## src/rtl/core/deq_pkg.sv

```systemverilog
package deq_pkg;

	// Word width of one queue entry
	localparam int unsigned WORD_W = 32;

	// Request codes
	localparam logic [1:0] REQ_PUSH_FRONT = 2'd0;
	localparam logic [1:0] REQ_POP_FRONT  = 2'd1;
	localparam logic [1:0] REQ_PUSH_REAR  = 2'd2;
	localparam logic [1:0] REQ_POP_REAR   = 2'd3;

	// Status codes
	localparam logic [1:0] ST_OK    = 2'd0;
	localparam logic [1:0] ST_EMPTY = 2'd1;
	localparam logic [1:0] ST_FULL  = 2'd2;

	// Per-cycle command broadcast to every cell
	typedef struct packed {
		logic shift_right; // push front: every word moves one cell toward the rear
		logic shift_left;  // pop front: every word moves one cell toward the front
		logic load_rear;   // push rear: the first free cell takes the new word
	} cell_ctrl_t;

endpackage

```

## src/rtl/core/double_ended_queue_unit.sv

```systemverilog
// Double-ended queue of signed 32-bit words, held in a row of DEPTH cells.
// Request channel: req_valid / req_stall with req_type and value. A request
// pushes or pops at the front or at the rear of the queue.
// Response channel: rsp_valid / rsp_stall with data, status and fill. Every
// request gives exactly one response: the popped word (zero otherwise),
// status (ok, pop from empty, push into full) and the item count after it.
// The response is registered and shows in the cycle after the request is
// taken. One request per cycle is taken while the response is not stalled;
// the cells shift or load at once; the rear word is read on a one-hot bus.
// Front pushes and pops move every word one cell along the row, so the front
// always sits in cell 0 and the rear in cell (count - 1).
// Reset empties the queue (count zero) and clears the response valid; cell
// contents are not cleared and are never read before being written.
// While the receiver stalls a pending response, it holds and req_stall is
// raised, so no further request is taken until the response is accepted.
// A rejected push or an empty pop leaves the queue contents unchanged.
module double_ended_queue_unit #(
	parameter int unsigned DEPTH = 16
) (
	input  logic               clk,
	input  logic               arst_n,
	input  logic               req_valid,
	output logic               req_stall,
	input  logic [1:0]         req_type,
	input  logic signed [31:0] value,
	output logic               rsp_valid,
	input  logic               rsp_stall,
	output logic signed [31:0] data,
	output logic [1:0]         status,
	output logic [4:0]         fill
);

	localparam int unsigned CW = $clog2(DEPTH + 1);

	logic [CW-1:0]                count_q;
	logic [CW-1:0]                count_nxt;
	logic                         rsp_valid_q;
	logic [deq_pkg::WORD_W-1:0]   data_q;
	logic [1:0]                   status_q;
	logic [4:0]                   fill_q;

	logic                         req_take;
	logic                         is_empty;
	logic                         is_full;
	deq_pkg::cell_ctrl_t          ctrl;
	logic [deq_pkg::WORD_W-1:0]   res_data;
	logic [1:0]                   res_status;
	logic [deq_pkg::WORD_W-1:0]   rear_word;

	logic [deq_pkg::WORD_W-1:0]   cell_word [DEPTH];
	logic [deq_pkg::WORD_W-1:0]   cell_tap  [DEPTH];

	// Handshake: one response slot, refilled as it drains
	assign req_stall = rsp_valid_q && rsp_stall;
	assign req_take  = req_valid && !req_stall;

	assign is_empty = (count_q == '0);
	assign is_full  = (count_q == CW'(DEPTH));

	// Rear read bus: at most one cell drives a nonzero tap
	always_comb begin
		rear_word = '0;
		for (int i = 0; i < DEPTH; i++) begin
			rear_word = rear_word | cell_tap[i];
		end
	end

	// Request decode
	always_comb begin
		ctrl       = '0;
		count_nxt  = count_q;
		res_data   = '0;
		res_status = deq_pkg::ST_OK;
		unique case (req_type)
			deq_pkg::REQ_PUSH_FRONT: begin
				if (is_full) begin
					res_status = deq_pkg::ST_FULL;
				end else begin
					ctrl.shift_right = req_take;
					count_nxt        = count_q + 1'b1;
				end
			end
			deq_pkg::REQ_PUSH_REAR: begin
				if (is_full) begin
					res_status = deq_pkg::ST_FULL;
				end else begin
					ctrl.load_rear = req_take;
					count_nxt      = count_q + 1'b1;
				end
			end
			deq_pkg::REQ_POP_FRONT: begin
				if (is_empty) begin
					res_status = deq_pkg::ST_EMPTY;
				end else begin
					ctrl.shift_left = req_take;
					res_data        = cell_word[0];
					count_nxt       = count_q - 1'b1;
				end
			end
			deq_pkg::REQ_POP_REAR: begin
				if (is_empty) begin
					res_status = deq_pkg::ST_EMPTY;
				end else begin
					res_data  = rear_word;
					count_nxt = count_q - 1'b1;
				end
			end
			default: begin
				res_status = deq_pkg::ST_OK;
			end
		endcase
	end

	// Row of storage cells
	for (genvar i = 0; i < DEPTH; i++) begin : g_cell
		logic [deq_pkg::WORD_W-1:0] left_w;
		logic [deq_pkg::WORD_W-1:0] right_w;

		if (i == 0) begin : g_first
			assign left_w = value;
		end else begin : g_mid_l
			assign left_w = cell_word[i-1];
		end

		if (i == DEPTH - 1) begin : g_last
			assign right_w = '0;
		end else begin : g_mid_r
			assign right_w = cell_word[i+1];
		end

		deq_cell #(
			.IDX (i),
			.CW  (CW)
		) u_cell (
			.clk        (clk),
			.ctrl       (ctrl),
			.count      (count_q),
			.value      (value),
			.left_word  (left_w),
			.right_word (right_w),
			.word       (cell_word[i]),
			.rear_tap   (cell_tap[i])
		);
	end

	// Count and response valid
	always_ff @(posedge clk or negedge arst_n) begin
		if (!arst_n) begin
			count_q     <= '0;
			rsp_valid_q <= 1'b0;
		end else begin
			if (req_take) begin
				count_q     <= count_nxt;
				rsp_valid_q <= 1'b1;
			end else if (!rsp_stall) begin
				rsp_valid_q <= 1'b0;
			end
		end
	end

	// Response payload
	always_ff @(posedge clk) begin
		if (req_take) begin
			data_q   <= res_data;
			status_q <= res_status;
			fill_q   <= 5'(count_nxt);
		end
	end

	assign rsp_valid = rsp_valid_q;
	assign data      = data_q;
	assign status    = status_q;
	assign fill      = fill_q;

endmodule

```

## src/rtl/core/deq_cell.sv

```systemverilog
module deq_cell #(
	parameter int unsigned IDX = 0,
	parameter int unsigned CW  = 5
) (
	input  logic                           clk,
	input  deq_pkg::cell_ctrl_t            ctrl,
	input  logic [CW-1:0]                  count,
	input  logic [deq_pkg::WORD_W-1:0]     value,
	input  logic [deq_pkg::WORD_W-1:0]     left_word,
	input  logic [deq_pkg::WORD_W-1:0]     right_word,
	output logic [deq_pkg::WORD_W-1:0]     word,
	output logic [deq_pkg::WORD_W-1:0]     rear_tap
);

	logic [deq_pkg::WORD_W-1:0] word_q;
	logic                       is_free_head;
	logic                       is_rear;

	// Position of this cell relative to the occupied span
	assign is_free_head = (count == CW'(IDX));
	assign is_rear      = (count == CW'(IDX + 1));

	// Word storage, handed between neighbors
	always_ff @(posedge clk) begin
		if (ctrl.shift_right) begin
			word_q <= left_word;
		end else if (ctrl.shift_left) begin
			word_q <= right_word;
		end else if (ctrl.load_rear && is_free_head) begin
			word_q <= value;
		end
	end

	assign word     = word_q;
	// Only the last occupied cell drives the rear read bus
	assign rear_tap = is_rear ? word_q : '0;

endmodule

```

## config.mk

```make
export PLATFORM = sky130hd
export DESIGN_NAME = double_ended_queue_unit
export DESIGN_NICKNAME = d
export VERILOG_FILES = /design/src/rtl/core/deq_pkg.sv /design/src/rtl/core/double_ended_queue_unit.sv /design/src/rtl/core/deq_cell.sv
export SDC_FILE = /design/constraint.sdc
export NUM_CORES = 1
export LEC_CHECK = 0
export BUFFER_PORTS_ARGS = -buffer_cell sky130_fd_sc_hd__buf_4
export CORE_AREA = 2 2 305 277
export DETAILED_ROUTE_END_ITERATION = 7
export DIE_AREA = 0 0 307 279
export PLACE_DENSITY_LB_ADDON = 0.15
export SYNTH_ARGS = -nofsm -noshare
export SYNTH_HDL_FRONTEND = slang
export SYNTH_HIERARCHICAL = 1
export SYNTH_SLANG_ARGS = --single-unit
```

## constraint.sdc

```tcl
create_clock -name clk -period 9.2 [get_ports clk]
set_clock_uncertainty 0.2 [all_clocks]
set_input_delay 0 -clock clk [delete_from_list [all_inputs] [get_ports clk]]
set_output_delay 0 -clock clk [all_outputs]
set_load 0.05 [all_outputs]
```

# Yosys cells after proc, flatten, opt, wreduce, memory -nomap -nowiden
# Cells that the tools add are included.
totals:
  register_bits: 557
  input_bits: 38
  output_inout_bits: 41
  elab_cells: 177
classes:
  n_addsub: 2
  eq_ne: 20
  mux: 80
  bitwise: 15
  reduce_logical: 39
ops:
  columns: ["op", "n"]
  rows:
  - ["32-bit 2-to-1 mux", 66]
  - ["32-bit bitwise OR", 15]
  - ["32-bit one-hot mux with 2 select lines", 1]
  - ["3-bit nonzero test", 16]
  - ["5-bit by 4-bit equality test with 1-bit output, second input constant", 8]
  - ["5-bit by 3-bit equality test with 1-bit output, second input constant", 4]
  - ["1-bit logical AND", 18]
  - ["5-bit by 2-bit equality test with 1-bit output, second input constant", 2]
  - ["5-bit 2-to-1 mux", 2]
  - ["5-bit one-hot mux with 2 select lines", 1]
  - ["1-bit 2-to-1 mux", 8]
  - ["5-bit by 1-bit adder with 5-bit output, second input constant", 1]
  - ["5-bit by 1-bit equality test with 1-bit output, second input constant", 1]
  - ["5-bit equality test, second input constant", 1]
  - ["5-bit zero test", 1]
  - ["5-bit by 1-bit subtractor with 5-bit output, second input constant", 1]
  - ["2-bit equality test, second input constant", 2]
  - ["2-bit one-hot mux with 2 select lines", 1]
  - ["2-bit OR reduction", 2]
  - ["2-bit by 1-bit equality test with 1-bit output, second input constant", 1]
  - ["2-bit zero test", 1]
  - ["2-bit 2-to-1 mux", 1]
  - ["2-bit by 1-bit != test with 1-bit output, second input constant", 1]
  - ["1-bit zero test", 1]

# Depth between registers and ports, before layout
logic_depth:
  ltp_word: 19
  depth_mapped: 9
  mapped_depth_nobuf: 7

# By module
# The synthesis kept the hierarchy.
modules_own_cells:
  columns: ["mod", "instances", "cells_per_inst", "area_each_um2", "seq_area_each_um2"]
  rows:
  - ["deq_cell at g_cell[10].u_cell ...", 3, 215, 2217.1, 960.9]
  - ["deq_cell at g_cell[2].u_cell ...", 3, 215, 2117.0, 960.9]
  - ["deq_cell at g_cell[5].u_cell ...", 2, 215, 2170.8, 960.9]
  - ["double_ended_queue_unit", 1, 316, 3090.5, 1321.3]
  - ["deq_cell at g_cell[11].u_cell", 1, 214, 2175.8, 960.9]
  - ["deq_cell at g_cell[1].u_cell", 1, 215, 2169.6, 960.9]
  - ["deq_cell at g_cell[15].u_cell", 1, 182, 2115.8, 960.9]
  - ["deq_cell at g_cell[7].u_cell", 1, 182, 2114.5, 960.9]
  - ["deq_cell at g_cell[13].u_cell", 1, 214, 2067.0, 960.9]
  - ["deq_cell at g_cell[14].u_cell", 1, 214, 2044.5, 960.9]
  - ["deq_cell at g_cell[3].u_cell", 1, 180, 1904.3, 960.9]
  - ["deq_cell at g_cell[0].u_cell", 1, 180, 1900.6, 960.9]

# Worst setup path after synthesis
# Ideal clock, no wire load.
synth_path:
  path_kind: "register -> register"
  startpoint: "register count_q[0]"
  endpoint: "register g_cell[14].u_cell.word_q (netlist bit g_cell[14].u_cell/word[0]) (enable)"
  setup_ns: 0.466
  arrival_time_ns: 6.545
  required_ns: 8.534
  slack_ns: 1.989
  stages_incl_launch_ff: 10
  path_buffers: 2
  period_less_slack_ns: 7.211
  cell_sequence: "dfrtp_1 inv_1 ha_1 nand2b_1 nor2_1 a2111oi_0 buf_2 buf_2 nor2_1 o21ai_0"
synth_rtl:
  columns: ["element", "line", "text"]
  rows:
  - ["from (decl)", "double_ended_queue_unit.sv:35", "logic [CW-1:0] count_q;"]
  - ["from (signal assigned)", "double_ended_queue_unit.sv:153", "count_q <= count_nxt;"]
  - ["to (signal assigned)", "deq_cell.sv:26", "word_q <= left_word;"]
  - ["to (signal assigned)", "deq_cell.sv:28", "word_q <= right_word;"]
  - ["to (signal assigned)", "deq_cell.sv:30", "word_q <= value;"]
  - ["to (decl)", "deq_cell.sv:15", "logic [deq_pkg::WORD_W-1:0] word_q;"]

==> impl_table.tex <==
\begin{tabular}{lr}
\hline
Metric & Value \\
\hline
\multicolumn{2}{l}{\textbf{Layout}} \\
Nets & 3636 \\
Finished Core Util & 0.4874 \\
Final instance area & $\sim$40000 um\^{}2 \\
Syn-to-layout area delta & 8.657\% \\
Filler cell count in the final layout & $\sim$7700 \\
Antenna cells & 0 \\
Fraction of final layout cells with drive strength greater than 1 & 0.1812 \\
Final standard cell count with taps included and fillers excluded & about 4700 \\
\multicolumn{2}{l}{\textbf{Clock tree}} \\
Insertion delay to the later sink of the worst-skew pair & 0.64 ns \\
Cell at the root of the clock tree & sky130\_fd\_sc\_hd\_\_clkbuf\_16 \\
TritonCTS clock tree & built \\
Clock transition at the register clock pins on the worst setup and hold paths after CTS & approximately 0.060 ns \\
CTS H-Tree Depth & 3 \\
Post-CTS sizing & 0 \\
Number of buffers inserted during clock tree synthesis & 69 \\
Sinks on the clock net & 557 \\
Max Buffers Root-to-Sink & 3 \\
\multicolumn{2}{l}{\textbf{Yosys}} \\
Cells taking the most area after synthesis & sky130\_fd\_sc\_hd\_\_edfxtp\_1 (45\%), sky130\_fd\_sc\_hd\_\_mux2i\_1 (14\%), sky130\_fd\_sc\_hd\_\_nor3\_2 (7.9\%) \\
EDFF count, synth & between 500 and 600 \\
Sequential cell area fraction in the yosys report & 0.4521 \\
Distinct cell type count of the synthesized netlist & about 60 \\
Warning count from the yosys run & 6 \\
Share of flip-flops with an asynchronous set or reset after synthesis & 0.01077 \\
Primary FF master, synth & sky130\_fd\_sc\_hd\_\_edfxtp\_1 \\
Register bit count reported by yosys & roughly 560 \\
Synthesized instance count & around 3600 \\
Synthesized area per cell & 10.21 um\^{}2 \\
Proportion of netlist area held by the largest area contributor & 0.4481 \\
Most frequent cells after synthesis & sky130\_fd\_sc\_hd\_\_edfxtp\_1 (551), sky130\_fd\_sc\_hd\_\_nand2\_1 (524), sky130\_fd\_sc\_hd\_\_mux2i\_1 (513) \\
Post-synth top area cell & sky130\_fd\_sc\_hd\_\_edfxtp\_1 \\
Synthesized cell area & 36930 um\^{}2 \\
Most frequent cell after synthesis & sky130\_fd\_sc\_hd\_\_edfxtp\_1 \\
\multicolumn{2}{l}{\textbf{Status}} \\
Run status & finished, final reports clean \\
\multicolumn{2}{l}{\textbf{Global routing}} \\
Number of global-route vias before repair & roughly 26000 \\
GRT Total Usage & 0.2793 \\
Global-route congestion overflow total & 0 \\
Pin count of the biggest net entering global routing & 259 \\
Number of antenna violations at the first check in global routing & 5 \\
First-pass GRT wire length & between 150 and 200 mm \\
\multicolumn{2}{l}{\textbf{Worst setup path}} \\
Delay-heaviest family, CP & buffers and inverters \\
Required time worst endpoint & just over 9 ns \\
Delay of the slowest cell on the worst path & $\sim$0.74 ns \\
Startpoint class of the critical path & register \\
Signal arrival time at the worst endpoint & between 5 and 6 ns \\
Type of element capturing the critical path & register \\
Path depth of the worst reg2reg path & 9 \\
Cell at the slowest stage of the critical path & sky130\_fd\_sc\_hd\_\_dfrtp\_2 \\
FF-to-FF setup slack & 4.04 ns \\
Reg2reg end & g\_cell[9].u\_cell/word[23] \\
Crit path top cell by count & sky130\_fd\_sc\_hd\_\_buf\_12 \\
Largest fanout on the critical path & 258 \\
Combined buffer and inverter count along the critical path & 4 \\
Critical path class & register to register \\
Crit Reg-Reg Startpoint & count\_q[0] \\
Ordered list of cells on the worst path & inv\_1 -> ha\_1 -> nand2b\_1 -> nor2\_1 -> a2111oi\_2 -> buf\_12 -> buf\_12 -> buf\_4 -> o21ai\_0 \\
\multicolumn{2}{l}{\textbf{Hold path}} \\
Capture endpoint of the worst hold path & rsp\_valid \\
Worst Hold Depth & 4 \\
Hold WC Path Type & primary input to register \\
Worst hold start & rsp\_stall \\
\multicolumn{2}{l}{\textbf{Placed design}} \\
Routability cong. & around 0.78 \\
Area after DPL & 37580 um\^{}2 \\
HPWL after detailed placement & 65.27 mm \\
Buffers on Ports & 78 \\
Worst setup timing slack at the placement stage & 4.258 ns \\
Number of placed cells counting well taps & about 4600 \\
\multicolumn{2}{l}{\textbf{Routing}} \\
Detailed Route WL & 122.0 mm \\
Count of antenna-violating nets left after detailed routing & 0 \\
Wire length per cell & around 26 um \\
DRC viols & 0 \\
Starting DRT DRC Count & 3399 \\
Via Count & between 20000 and 30000 \\
Detailed Routing Iterations Pass 1 & 5 \\
Vias per cell & approximately 5.9 \\
\multicolumn{2}{l}{\textbf{Floorplan}} \\
Starting utilization of the core area & 0.4485 \\
DIE WIDTH & 307 um \\
Overall die height & roughly 280 um \\
Standard cell core area & 82330 um\^{}2 \\
Number of placement rows & 100 \\
Number of I/O pins & 79 \\
Area of the die & between 80000 and 90000 um\^{}2 \\
\multicolumn{2}{l}{\textbf{STA}} \\
Hold violation count in the final report & 0 \\
Worst hold slack & between 0.08 and 0.09 ns \\
RSZ-0062 raised after global routing & no \\
Actual transition at the worst max-transition pin & approximately 1.2 ns \\
Max frequency & 193.8 MHz \\
Relative slew margins & 0.2085 \\
Final setup fails & 0 \\
Worst-case setup margin in the final layout & around 4.0 ns \\
Crit share post-route & 0.5609 \\
Time the worst path needs with I/O delays and setup & roughly 5.2 ns \\
Number of slew-limit violations in the final report & 0 \\
Total Negative Setup Slacks & 0 ns \\
\multicolumn{2}{l}{\textbf{Power and ir drop}} \\
Leak & 13.49 nW \\
Power per cell area & approximately 230 nW/um\^{}2 \\
Maximum vdd ir drop & 0.1815 mV \\
Power after layout & $\sim$9.3 mW \\
\multicolumn{2}{l}{\textbf{Run}} \\
Max Cap Violations & 0 \\
\hline
\end{tabular}
## report_power, final
group | internal (mW) | total, mW | switching [mW] | leakage, nW
Clock | 1.52 | 2.69 | 1.17 | 1.05
Sequential | 3.08 | 3.26 | 0.180 | 5.19
Combinational | 0.754 | 3.37 | 2.61 | 7.25
## worst max path at each step
stage                     from                          to  slack, ns  cells after the start
detailed placement  count_q[0]   g_cell[7].u_cell/word[29]       4.26                      9
global placement    count_q[0]  g_cell[15].u_cell/word[10]       4.34                      9
global route        count_q[0]   g_cell[15].u_cell/word[4]       3.70                      9
finish              count_q[0]   g_cell[9].u_cell/word[23]       4.04                      9
CTS                 count_q[0]   g_cell[7].u_cell/word[29]       4.23                      9
floorplan           count_q[0]   g_cell[14].u_cell/word[0]       1.99                      9
## worst min-delay path, cell delays in order
cell and delay (ns):
sky130_fd_sc_hd__buf_4 0.07, sky130_fd_sc_hd__and2_1 0.15, sky130_fd_sc_hd__or2_2 0.11, sky130_fd_sc_hd__dlygate4sd3_1 0.54
## cell type report
type	count	area (um^2)	share of cell area
Clock inverter	39	345.3	0.008607
Inverter	397	1490	0.03714
Timing Repair Buffer	175	1511	0.03767
Clock buffer	84	1803	0.04494
Multi-Input combinational cell	2396	16930	0.4219
Tap cell	1071	1340	0.03340
Sequential cell	557	16700	0.4163
## per-layer routing
metal / GRT usage / share of wire
met5: 0 / 0.00011
met4: 0.07367 / 0.025
met3: 0.05169 / 0.089
met2: 0.4057 / 0.43
met1: 0.4244 / 0.46
## cell usage in the layout (no fill, tap or decap), drive strengths merged, types with 3 or more instances in the layout
cell type and instances:
edfxtp 551, nand2 525, o21ai 524, mux2i 513
inv 403, nor3 386, buf 136, nor4 130
clkbuf 84, and3 64, nor3b 64, dlygate4sd3 39
nand4 32, a22o 32, conb 32, clkinv 28
nor2 21, nand2b 16, or4b 7, a21oi 6
dfrtp 6, a311o 5, o31ai 5, bufinv 4
nand3 3, nand4bb 3, nand3b 3, or3b 3
## state kept, by name, summed over array words and instances, names as in the netlist
signal              flops
status                  2
count_q                 5
g_cell.u_cell/word    512
rsp_valid               1
data                   32
fill                    5
## what timing repair did
action / CTS / global route
setup buffers: 0 / 0
hold buffers: 39 / 0
hold endpoints to repair: 531 / 0
## logic make-up after synthesis
group,Yosys count,synth area share
adders and majority gates,2,0.0006776
buffers and inverters,695,0.09965
and+or+nand+nor,1266,0.2241
xor gates and xnor gates,2,0.0004745
DFF,557,0.4521
muxes,513,0.1391
other,1,0.0001016
AOI/OAI and AO/OA,581,0.08376
No activity file was read; power rests on OpenSTA's default activity.
